==> src/hdl/pps_pkg.sv <==
// Package for the polar plotter step generator: operation codes, register
// indexes, the front/back queue entry type and the back-end FSM state type.
// No dependencies.
package pps_pkg;

  localparam int unsigned CfgIdxBits = 3;

  typedef enum logic [1:0] {
    OP_TARGET = 2'd0,
    OP_TICK   = 2'd1,
    OP_HOME   = 2'd2,
    OP_NOP    = 2'd3
  } op_e;

  typedef enum logic [CfgIdxBits-1:0] {
    REG_SPAN     = 3'd0,
    REG_ORIGIN_X = 3'd1,
    REG_ORIGIN_Y = 3'd2,
    REG_SCALE_X  = 3'd3,
    REG_SCALE_Y  = 3'd4,
    REG_PERIOD   = 3'd5,
    REG_LPULL    = 3'd6,
    REG_RPULL    = 3'd7
  } reg_e;

  // Queue entry: classified op plus scaled point in step units.
  typedef struct packed {
    op_e                op;
    logic signed [25:0] wx;
    logic signed [25:0] h;
  } cmd_t;

  typedef enum logic [3:0] {
    ST_IDLE,
    ST_SQ_L,
    ST_SQ_R,
    ST_ROOT_L,
    ST_ROOT_R,
    ST_DELTA,
    ST_MUL,
    ST_DIV,
    ST_DONE,
    ST_OUT
  } bk_state_e;

endpackage

==> src/hdl/pps_fifo.sv <==
// Two-entry queue between front and back end.
// Depends on pps_pkg.
module pps_fifo
  import pps_pkg::*;
(
  input  logic clk_i,
  input  logic rst_ni,
  input  logic wr_valid_i,
  output logic wr_ready_o,
  input  cmd_t wr_data_i,
  output logic rd_valid_o,
  input  logic rd_ready_i,
  output cmd_t rd_data_o
);

  cmd_t       mem_q [2];
  logic       wp_q, rp_q;
  logic [1:0] cnt_q;
  logic       wr, rd;

  assign wr_ready_o = cnt_q != 2'd2;
  assign rd_valid_o = cnt_q != 2'd0;
  assign rd_data_o  = mem_q[rp_q];
  assign wr = wr_valid_i && wr_ready_o;
  assign rd = rd_valid_o && rd_ready_i;

  always_ff @(posedge clk_i or negedge rst_ni) begin
    if (!rst_ni) begin
      wp_q  <= 1'b0;
      rp_q  <= 1'b0;
      cnt_q <= 2'd0;
    end else begin
      if (wr) wp_q <= !wp_q;
      if (rd) rp_q <= !rp_q;
      cnt_q <= cnt_q + 2'(wr) - 2'(rd);
    end
  end

  always_ff @(posedge clk_i) begin
    if (wr) mem_q[wp_q] <= wr_data_i;
  end

endmodule

==> config.mk <==
export PLATFORM = sky130hd
export DESIGN_NAME = pps_fifo
export DESIGN_NICKNAME = d
export VERILOG_FILES = /design/src/hdl/pps_pkg.sv /design/src/hdl/pps_fifo.sv
export SDC_FILE = /design/constraint.sdc
export NUM_CORES = 1
export LEC_CHECK = 0
export ABC_AREA = 1
export BUFFER_PORTS_ARGS = -buffer_cell sky130_fd_sc_hd__buf_2
export CORE_MARGIN = 2
export CORE_UTILIZATION = 25
export DETAILED_ROUTE_END_ITERATION = 8
export GPL_TIMING_DRIVEN = 0
export HOLD_SLACK_MARGIN = 0.08
export SYNTH_ARGS = -nofsm -noshare
export SYNTH_HDL_FRONTEND = slang
export SYNTH_SLANG_ARGS = --single-unit
==> constraint.sdc <==
create_clock -name clk_i -period 4 [get_ports clk_i]
set_clock_uncertainty 0.05 [all_clocks]
set_input_delay 0.4 -clock clk_i [delete_from_list [all_inputs] [get_ports clk_i]]
set_output_delay 0.4 -clock clk_i [all_outputs]
set_load 0.005 [all_outputs]
==> results of run 1 <==
power by group through the flow:
stage / Sequential [mW] / Combinational, mW / Clock (mW)
after floorplan: 1.69 / 0.680 / 0
after global placement: 1.71 / 1.21 / 0
after detailed placement: 1.70 / 1.34 / 0
after CTS: 1.67 / 1.35 / 0.877
after global routing: 1.69 / 1.47 / 0.914
final: 1.67 / 1.30 / 0.837
sequential cells by signal, summed over array words and instances (netlist names):
| register | cells |
|---|---|
| mem_q | 108 |
| cnt_q | 2 |
| rp_q | 1 |
| wp_q | 1 |
path summary, 6_finish.rpt:
check                                     end  slack (ns)  cells past startpoint
worst min-delay path             mem_q[0][22]        0.18                      1
worst min register to register           wp_q        0.54                      2
worst max-delay path            rd_data_o[11]        2.10                      6
max in group asynchronous                rp_q        3.43                      2
worst max register to register   mem_q[1][19]        2.16                      5
min in group asynchronous            cnt_q[1]        0.34                      2
logic make-up after synthesis:
family                     count (synthesis)  share of synthesized area
and+or+nand+nor                          178                     0.1633
xor gates and xnor gates                   1                   0.002094
buffers and inverters                     19                    0.03020
AOI/OAI and AO/OA                          2                   0.002390
DFF                                      112                     0.7990
adders and majority gates                  1                   0.002990
what timing repair did:
item / 4_1_cts / 5_1_grt
setup endpoints to repair: 0 / 0
hold endpoints to repair: 4 / 0
hold buffers: 1 / 0
layout by cell type, fill, tap and decap left out:
cell,instances
clkinvlp_4,2
clkbuf_1,1
a21oi_1,1
buf_2,117
edfxtp_1,108
clkbuf_16,9
buf_4,2
dlygate4sd3_1,1
buf_16,4
nand3_1,2
ha_1,1
nor2_4,2
o21ai_1,1
dfrtp_1,4
clkinv_2,1
buf_6,5
xor2_1,1
inv_1,7
nor2_1,3
nand2_4,1
clkinv_4,3
inv_6,1
nand2_1,169
nand2_2,1
layer usage:
metal,share of wire,up-vias,GRT usage
li1,-,1309,-
met1,0.45,1253,0.1313
met2,0.48,80,0.1687
met3,0.050,14,0.02664
met4,0.022,0,0.05496
met5,0,-,0
cells in the mapped netlist:
library cell	count
nand2_4	1
inv_1	7
o21ai_1	1
xor2_1	1
edfxtp_1	108
nand3_1	2
buf_2	4
nor2_2	1
nor2_1	4
dfrtp_1	4
buf_4	2
nand2_1	169
ha_1	1
nand2_2	1
a21oi_1	1
buf_6	5
inv_6	1
cell type report:
type / instances / area [sq um]
Buffer: 11 / 91.34
Fill cell: 1680 / 11030
Tap cell: 220 / 275.3
Clock inverter: 6 / 46.29
Clock buffer: 10 / 229.0
Timing Repair Buffer: 118 / 685.7
Sequential cell: 112 / 3343
Multi-Input combinational cell: 182 / 726.9
Inverter: 8 / 35.03
==> results by group, run 1 <==
Outcome
  • Status: completed

Worst setup path
  • CP cell instances: buf_4 -> inv_6 -> buf_6 -> nand2_1 -> nand2_1 -> buf_2
  • CP Launch Type: register
  • Critical-path top delay cell: dfrtp_1
  • Max FO, Critical Path: 10
  • CP Capture Type: output port
  • Critical Path AT: 1.45 ns
  • Req. time, crit path: 3.55 ns
  • Buf/Inv on CP: 4
  • Crit Path Class: register to output port
  • Worst R2R Start: cnt_q[0]
  • Most Frequent Cell on Critical Path: nand2_1
  • Critical path origin: rp_q
  • Delay-heaviest family, CP: buffers and inverters
  • Max stage delay on crit path: 0.36 ns

Synth
  • Cell area after synthesis: 0.004184 sq mm
  • Syn. warnings: 0
  • FF+latch count, synth: 112
  • Seq/Total Area, Yosys: 0.7990
  • Yosys top cell area share: 0.7751
  • Mapped Cells: 313
  • Yosys cell types: 17
  • Top cell type by total area after synthesis: edfxtp_1
  • Area contributors post-synth: edfxtp_1 (78%), nand2_1 (15%), dfrtp_1 (2.4%)
  • Syn_area_per_cell: 13.37 sq um
  • Syn nets: 372

CTS
  • Worst-skew pair later-pin latency: 0.35 ns
  • CTS Buf Count: 9
  • CTS Sinks: 112
  • Post-CTS Setup Bufs: 0
  • Clk root buf: clkbuf_16
  • H-Tree Level Count: 3
  • Clock buffer depth: 2
  • CTS resizes: 0
  • Worst-path clk slew: 0.07 ns
  • TritonCTS clock tree: built

Floorplanning
  • # IOs: 114
  • Full die area: 0.01779 sq mm
  • DIE WIDTH: 133.4 um
  • Core area: 0.01647 sq mm
  • FP Rows: 47
  • Initial core utilization: 0.2541
  • Die H: 133.4 um

Layout
  • Share of cells above drive strength 1: 0.3311
  • NumNets Final: 501
  • Syn-to-layout area delta: 29.84%
  • Final Non-Filler Cells: 667
  • Final instance area: 0.005433 sq mm
  • Inserted Diodes: 0
  • Core Util, Final: 0.3299

Hold path
  • Hold_sp: wr_data_i[22]
  • Hold Path Class: input pin to register

Detailed routing
  • Post-Route WL: 9.033 mm
  • WL/cell: 13.54 um
  • Vias per cell: 3.982
  • Drt pass-1 iters: 4
  • DRC: 0
  • DR vias: 2656
  • ANT nets after route: 0
  • Starting DRC count in detailed routing: 87

Power and ir drop
  • Sw frac: 0.3320
  • Internal: 2.543 mW
  • Cell Pwr Density: 700.8 mW/mm^2
  • NetSw: 1.264 mW
  • Total power: 3.807 mW
  • Clk pwr share: 0.220
  • Comb power frac: 0.342
  • Leakage: 2.311 nW
  • Flop pwr share: 0.438
  • Peak supply drop: 0.2924 mV

Placement
  • Dpl ws: 2.152 ns
  • PortBufs: 113
  • Placed Cells: 650
  • Dpl hpwl: 6.327 mm
  • Gp weighted congestion: 0.6920
  • Area after DPL: 0.005147 sq mm

Global routing
  • Largest net degree at the start of global routing: 23
  • First-pass GRT wire length: 13.94 mm
  • GRT Residual Overflow: 0
  • Vias in the first global route: 2683
  • Antenna violations before repair: 0
  • Gr usage total: 0.1051

Timing
  • Final setup viols: 0
  • Final setup margin: 2.097 ns
  • Slew @ Worst Pin: 0.6772 ns
  • Period utilization: 0.4757
  • Fin Hold WS: 0.1840 ns
  • Final hold viol count: 0
  • Achievable Freq: 525.5 MHz
  • Tmin final: 1.903 ns
  • RSZ-0062 raised after global routing: false
  • TNS Setup: 0 ns
  • Rel. slew slack: 0.5475
  • Max-slew violation count: 0

Job
  • Max_cap viols: 0
(Power assumes the default switching activity.)
==> run 2, diff against run 1 <==
==> constraint.sdc (replaced) <==
create_clock -name clk_i -period 1.85 [get_ports clk_i]
set_clock_uncertainty 0.05 [all_clocks]
set_input_delay 0.185 -clock clk_i [delete_from_list [all_inputs] [get_ports clk_i]]
set_output_delay 0.185 -clock clk_i [all_outputs]
set_load 0.005 [all_outputs]
==> run 2 against run 1 <==
Clock power up 130%. Total power up 120%. Global-route usage up 0.75 points. Flip-flop and latch count unchanged. Design area up 11%. Final cell count up 8.4%.
==> results by group, run 2 (synthesis gave the netlist of run 1 again) <==
Detailed routing
  • Drt pass-1 iters: 4 (unchanged)
  • DR vias: 2842 (was 2656)
  • DRC: 0 (unchanged)
  • ANT nets after route: 0 (unchanged)
  • Starting DRC count in detailed routing: 121 (was 87)
  • Vias per cell: 3.931 (was 3.982)
  • WL/cell: 13.01 um (was 13.54 um)
  • Post-Route WL: 9.407 mm (was 9.033 mm)

Global routing
  • Vias in the first global route: 2928 (was 2683)
  • Grt met2 use: 0.1916 (was 0.1687)
  • Met1 usage: 0.1352 (was 0.1313)
  • First-pass GRT wire length: 15.12 mm (was 13.94 mm)
  • Largest net degree at the start of global routing: 25 (was 23)
  • Antenna violations before repair: 0 (unchanged)
  • GRT Residual Overflow: 0 (unchanged)
  • Gr usage total: 0.1125 (was 0.1051)
  • M3 GR Usage: 0.03349 (was 0.02664)
  • GRT Max-Usage Layer: met2 (unchanged)

CTS
  • Clk root buf: clkbuf_16 (unchanged)
  • Clock buffer depth: 2 (unchanged)
  • H-Tree Level Count: 3 (unchanged)
  • CTS Buf Count: 9 (unchanged)
  • Worst-skew pair later-pin latency: 0.34 ns (was 0.35 ns)
  • Worst-path clk slew: 0.07 ns (about the same)
  • TritonCTS clock tree: built (unchanged)
  • CTS resizes: 0 (unchanged)
  • CTS Sinks: 112 (unchanged)

Timing
  • Period utilization: 0.9341
  • Slew @ Worst Pin: 0.5209 ns (was 0.6772 ns)
  • Achievable Freq: 578.7 MHz
  • Rel. slew slack: 0.6519 (was 0.5475)
  • RSZ-0062 raised after global routing: false (unchanged)
  • Max-slew violation count: 0 (unchanged)
  • Final hold viol count: 0 (unchanged)
  • Final setup viols: 0 (unchanged)
  • Tmin final: 1.728 ns

Worst setup path
  • Crit Path Class: register to register (was register to output port)
  • Max FO, Critical Path: 24 (was 10)
  • CP cell instances: nand2_2 -> nand2_4 -> nor2_4 -> buf_12 (was buf_4 -> inv_6 -> buf_6 -> nand2_1 -> nand2_1 -> buf_2)
  • FF-to-FF path depth: 4 (was 5)
  • R2r endpoint: mem_q[0][25] (was mem_q[1][19])
  • CP Launch Type: register (unchanged)
  • Worst R2R Start: cnt_q[1] (was cnt_q[0])
  • Critical Path AT: 1.73 ns (was 1.45 ns)
  • Critical-path top delay cell: dfrtp_1 (unchanged)
  • CP Capture Type: register (was output port)
  • Req. time, crit path: 1.85 ns (was 3.55 ns)
  • R2R setup slack: 0.12 ns (was 2.16 ns)
  • Max stage delay on crit path: 0.45 ns (was 0.36 ns)

Layout
  • Core Util, Final: 0.3659 (was 0.3299)
  • Top Registers: mem_q (108), cnt_q (2) (unchanged)
  • Commonest cells after routing, fill and taps aside: nand2_1 (169), buf_2 (117), edfxtp_1 (108), dlygate4sd3_1 (55), clkbuf_16 (9) (was nand2_1 (169), buf_2 (117), edfxtp_1 (108), clkbuf_16 (9), inv_1 (7))
  • Fillers: 1628 (was 1680)
  • Biggest register: mem_q (unchanged)
  • Commonest non-fill, non-tap cell in the layout: nand2_1 (unchanged)
  • Max reg flops: 108 (unchanged)
  • Share of cells above drive strength 1: 0.2982 (was 0.3311)
  • Inserted Diodes: 0 (unchanged)
  • NumNets Final: 557 (was 501)
  • Final Non-Filler Cells: 723 (was 667)
  • Syn-to-layout area delta: 43.99% (was 29.84%)

Power and ir drop
  • Peak supply drop: 0.7502 mV (was 0.2924 mV)
  • Clk pwr share: 0.226 (was 0.220)
  • Cell Pwr Density: 1411 mW/mm^2 (was 700.8 mW/mm^2)
  • Leakage: 2.565 nW (was 2.311 nW)
  • Sw frac: 0.3235 (was 0.3320)
  • Comb power frac: 0.350 (was 0.342)
  • NetSw: 2.751 mW (was 1.264 mW)
  • Flop pwr share: 0.424 (was 0.438)
  • Internal: 5.752 mW (was 2.543 mW)

Floorplanning
  • # IOs: 114 (unchanged)
  • Full die area: 0.01779 sq mm (unchanged)
  • Initial core utilization: 0.2541 (unchanged)
  • Core area: 0.01647 sq mm (unchanged)
  • DIE WIDTH: 133.4 um (unchanged)
  • FP Rows: 47 (unchanged)
  • Die H: 133.4 um (unchanged)

Placement
  • PortBufs: 113 (unchanged)
  • Gp weighted congestion: 0.6724 (was 0.6920)
  • Placed Cells: 650 (unchanged)
  • Dpl hpwl: 6.494 mm (was 6.327 mm)

Outcome
  • Status: completed (unchanged)

Job
  • Max_cap viols: 0 (unchanged)

Hold path
  • Hold Path Class: input pin to asynchronous set/reset pin (was input pin to register)
==> run 2: cell count changes in the layout (fill, tap and decap cells not counted), moves of 2 or more <==
cell,delta
buf_12,+3
clkinv_4,-3
dlygate4sd3_1,+54
inv_6,+2
==> run 2: critical path, delay by kind of cell (launching register included) <==
family | cells | cell delay (ns)
simple gates | 3 | 0.66
buf+inv | 1 | 0.26
flops | 1 | 0.45
==> run 2: worst max path at each step <==
stage	from	endpoint	slack [ns]	cells after the start
4_1_cts	cnt_q[1]	mem_q[0][38]	0.09	4
3_3_place_gp	cnt_q[1]	mem_q[1][38]	-0.54	3
5_1_grt	cnt_q[0]	mem_q[0][38]	0.009	5
2_1_floorplan	cnt_q[1]	mem_q[1][0]	-0.04	3
6_report	cnt_q[1]	mem_q[0][25]	0.12	4
3_5_place_dp	cnt_q[0]	mem_q[1][36]	0.006	5
==> run 2: through the flow <==
stage	hold WS, ns	power [mW]	TNS (ns)	setup WS, ns	instance area (sq um)
finish	0.1211	8.503	0	0.1219	6025
global route	0.1097	9.154	0	0.008573	6025
CTS	0.09610	8.705	0	0.08812	6025
detailed placement	-0.04874	6.570	0	0.005980	5140
global placement	-0.05543	6.310	-57.40	-0.5365	5037
floorplan	-0.1606	5.128	-3.266	-0.03557	4197
==> run 2: cell type report <==
cell class | count | area (sq um) | share of cell area
multi-input cells | 182 | 726.9 | 0.1207
repair buffers | 174 | 1259 | 0.2089
clock inverters | 7 | 68.82 | 0.01142
plain buffers | 11 | 91.34 | 0.01516
flip-flops and latches | 112 | 3343 | 0.5549
clock buffers | 9 | 225.2 | 0.03738
well taps | 220 | 275.3 | 0.04569
inverters | 8 | 35.03 | 0.005815
==> run 2: layer usage <==
metal  part of all wire  vias up
li1                   -     1415
met1               0.42     1344
met2               0.51       72
met3              0.051       11
met4              0.014        0
met5                  0        -
==> run 2: power groups by stage <==
stage               clock, mW  sequential, mW  combinational (mW)
floorplan                   0            3.64                1.49
global placement            0            3.67                2.64
detailed placement          0            3.67                2.90
CTS                      2.02            3.61                3.08
global route             2.13            3.66                3.36
finish                   1.92            3.61                2.97
==> run 2: what timing repair did <==
item                       in CTS  in global routing
hold buffers                   55                  0
buffers inserted                2                  0
setup endpoints to repair      38                  0
hold endpoints to repair      112                  0
==> run 3, diff against run 2 <==
--- a/config.mk
+++ b/config.mk
@@ -6,7 +6,7 @@
 export NUM_CORES = 1
 export LEC_CHECK = 0
 export ABC_AREA = 1
-export BUFFER_PORTS_ARGS = -buffer_cell sky130_fd_sc_hd__buf_2
+export BUFFER_PORTS_ARGS = -buffer_cell sky130_fd_sc_hd__buf_4
 export CORE_MARGIN = 2
 export CORE_UTILIZATION = 25
 export DETAILED_ROUTE_END_ITERATION = 8
==> run 3 against run 2 <==
Fmax rose by 2.8%. Global-route usage is 0.20 points lower. Non-clock buffer count rose by 1. Final cell count stayed put. Count of clock-buffer cells in the layout unchanged. Die area did not move. Via count decreased by 0.14%. Setup slack better by 0.047 ns. Clock power about the same. Critical endpoint is now rd_data_o[9].
==> results by group, run 3 (synthesis gave the netlist of run 1 again) <==
Global routing
  • Antenna violations before repair: 0 (unchanged)
  • GRT Residual Overflow: 0 (unchanged)
  • First-pass GRT wire length: 14.72 mm (was 15.12 mm)
  • Gr usage total: 0.1105 (was 0.1125)
  • Vias in the first global route: 2873 (was 2928)
  • Largest net degree at the start of global routing: 22 (was 25)

Floorplanning
  • Full die area: 0.01779 sq mm (unchanged)
  • Die H: 133.4 um (unchanged)
  • Core area: 0.01647 sq mm (unchanged)
  • FP Rows: 47 (unchanged)
  • # IOs: 114 (unchanged)
  • Initial core utilization: 0.2541 (unchanged)
  • DIE WIDTH: 133.4 um (unchanged)

Layout
  • Top Registers: mem_q (108), cnt_q (2) (unchanged)
  • Commonest non-fill, non-tap cell in the layout: nand2_1 (unchanged)
  • Inserted Diodes: 0 (unchanged)
  • Final instance area: 0.006324 sq mm (was 0.006025 sq mm)
  • NumNets Final: 558 (was 557)
  • Fillers: 1599 (was 1628)
  • Area occupied by multi-input gates: 726.9 sq um (unchanged)
  • Final Non-Filler Cells: 723 (unchanged)
  • Commonest cells after routing, fill and taps aside: nand2_1 (169), buf_4 (115), edfxtp_1 (108), dlygate4sd3_1 (56), clkbuf_16 (9) (was nand2_1 (169), buf_2 (117), edfxtp_1 (108), dlygate4sd3_1 (55), clkbuf_16 (9))
  • Reg area: 0.003343 sq mm (unchanged)
  • Share of cells above drive strength 1: 0.2982 (unchanged)
  • Max reg flops: 108 (unchanged)
  • Biggest register: mem_q (unchanged)
  • Core Util, Final: 0.3840 (was 0.3659)
  • Syn-to-layout area delta: 51.14% (was 43.99%)

Hold path
  • Hold Path Class: input pin to asynchronous set/reset pin (unchanged)

Detailed routing
  • Drt pass-1 iters: 4 (unchanged)
  • WL/cell: 13.06 um (was 13.01 um)
  • Starting DRC count in detailed routing: 110 (was 121)
  • ANT nets after route: 0 (unchanged)
  • Vias per cell: 3.925 (was 3.931)
  • DRC: 0 (unchanged)
  • DR vias: 2838 (was 2842)
  • Post-Route WL: 9.439 mm (was 9.407 mm)

Worst setup path
  • CP cell instances: buf_4 -> inv_6 -> buf_6 -> nand2_1 -> nand2_1 -> buf_4 (was nand2_2 -> nand2_4 -> nor2_4 -> buf_12)
  • Critical-path top delay cell: dfrtp_1 (unchanged)
  • CP Capture Type: output port (was register)
  • Req. time, crit path: 1.62 ns (was 1.85 ns)
  • Max FO, Critical Path: 10 (was 24)
  • Critical Path AT: 1.45 ns (was 1.73 ns)
  • Max stage delay on crit path: 0.36 ns (was 0.45 ns)
  • Crit Path Class: register to output port (was register to register)
  • CP Launch Type: register (unchanged)

Outcome
  • Status: completed (unchanged)

CTS
  • Clock buffer depth: 2 (unchanged)
  • CTS Buf Count: 9 (unchanged)
  • CTS Sinks: 112 (unchanged)
  • TritonCTS clock tree: built (unchanged)
  • H-Tree Level Count: 3 (unchanged)
  • Worst-skew pair later-pin latency: 0.35 ns (was 0.34 ns)
  • Worst-path clk slew: 0.07 ns (about the same)
  • Clk root buf: clkbuf_16 (unchanged)

Placement
  • Area after DPL: 0.005430 sq mm (was 0.005140 sq mm)
  • Dpl hpwl: 6.496 mm (was 6.494 mm)
  • Placed Cells: 650 (unchanged)
  • PortBufs: 113 (unchanged)
  • Dpl ws: 0.02072 ns (was 0.005980 ns)
  • Gp weighted congestion: 0.7001 (was 0.6724)

Timing
  • Rel. slew slack: 0.8166 (was 0.6519)
  • Final setup viols: 0 (unchanged)
  • Fin Hold WS: 0.1085 ns (was 0.1211 ns)
  • Max-slew violation count: 0 (unchanged)
  • RSZ-0062 raised after global routing: false (unchanged)
  • Period utilization: 0.9089 (was 0.9341)
  • Tmin final: 1.682 ns (was 1.728 ns)
  • Final hold viol count: 0 (unchanged)
  • Final setup margin: 0.1685 ns (was 0.1219 ns)
  • Slew @ Worst Pin: 0.2744 ns (was 0.5209 ns)
  • Achievable Freq: 594.7 MHz (was 578.7 MHz)
  • TNS Setup: 0 ns (unchanged)

Power and ir drop
  • Leakage: 2.660 nW (was 2.565 nW)
  • Total power: 8.910 mW (was 8.503 mW)
  • Cell Pwr Density: 1409 mW/mm^2 (was 1411 mW/mm^2)
  • Peak supply drop: 0.7088 mV (was 0.7502 mV)

Job
  • Max_cap viols: 0 (unchanged)
## run 3: cell count changes in the layout (fill, tap and decap cells not counted), sizes merged
cell         change
clkinv           -2
clkinvlp         +1
dlygate4sd3      +1
## run 3: power by group
group | leakage (nW) | switching [mW] | internal, mW
clock network | 0.138 | 0.884 | 1.05
registers | 1.05 | 0.153 | 3.45
logic | 1.47 | 1.76 | 1.61
total | 2.66 | 2.79 | 6.12
## run 3: path summary, 6_finish.rpt
kind	from	to	slack (ns)	depth (start not counted)
setup / recovery	rp_q	rd_data_o[9]	0.17	6
hold / removal	rst_ni	cnt_q[0]	0.11	2
setup reg to reg	cnt_q[0]	mem_q[0][35]	0.34	5
hold reg to reg	cnt_q[0]	cnt_q[0]	0.52	1
max in group asynchronous	rst_ni	wp_q	1.54	2
min in group clk_i	rd_ready_i	rp_q	0.14	3
## run 3: critical path, delay by kind of cell (launching register included)
kind,cells,cell delay [ns]
buf+inv,4,0.60
flops,1,0.36
simple gates,2,0.13
## run 3: timing repair
item                                    CTS  global route
endpoints found under the setup margin    0            80
endpoints found under the hold margin   113             0
buffers inserted                          0             2
gates resized for setup                   0             0
hold buffers                             56             0
## run 3: metal layers
layer  vias up  GRT usage  wire, um
met5         -          0         0
met4         0    0.05674       200
met3        15    0.02968       404
met2        68     0.1899      4805
met1      1338     0.1267      4028
li1       1417          -         -
## run 3: cell type report
cell class,instances,share of cell area
Sequential cell,112,0.5287
Clock inverter,6,0.01068
Inverter,8,0.005540
Timing Repair Buffer,175,0.2465
Tap cell,220,0.04353
Clock buffer,9,0.03562
Multi-Input combinational cell,182,0.1150
Buffer,11,0.01444
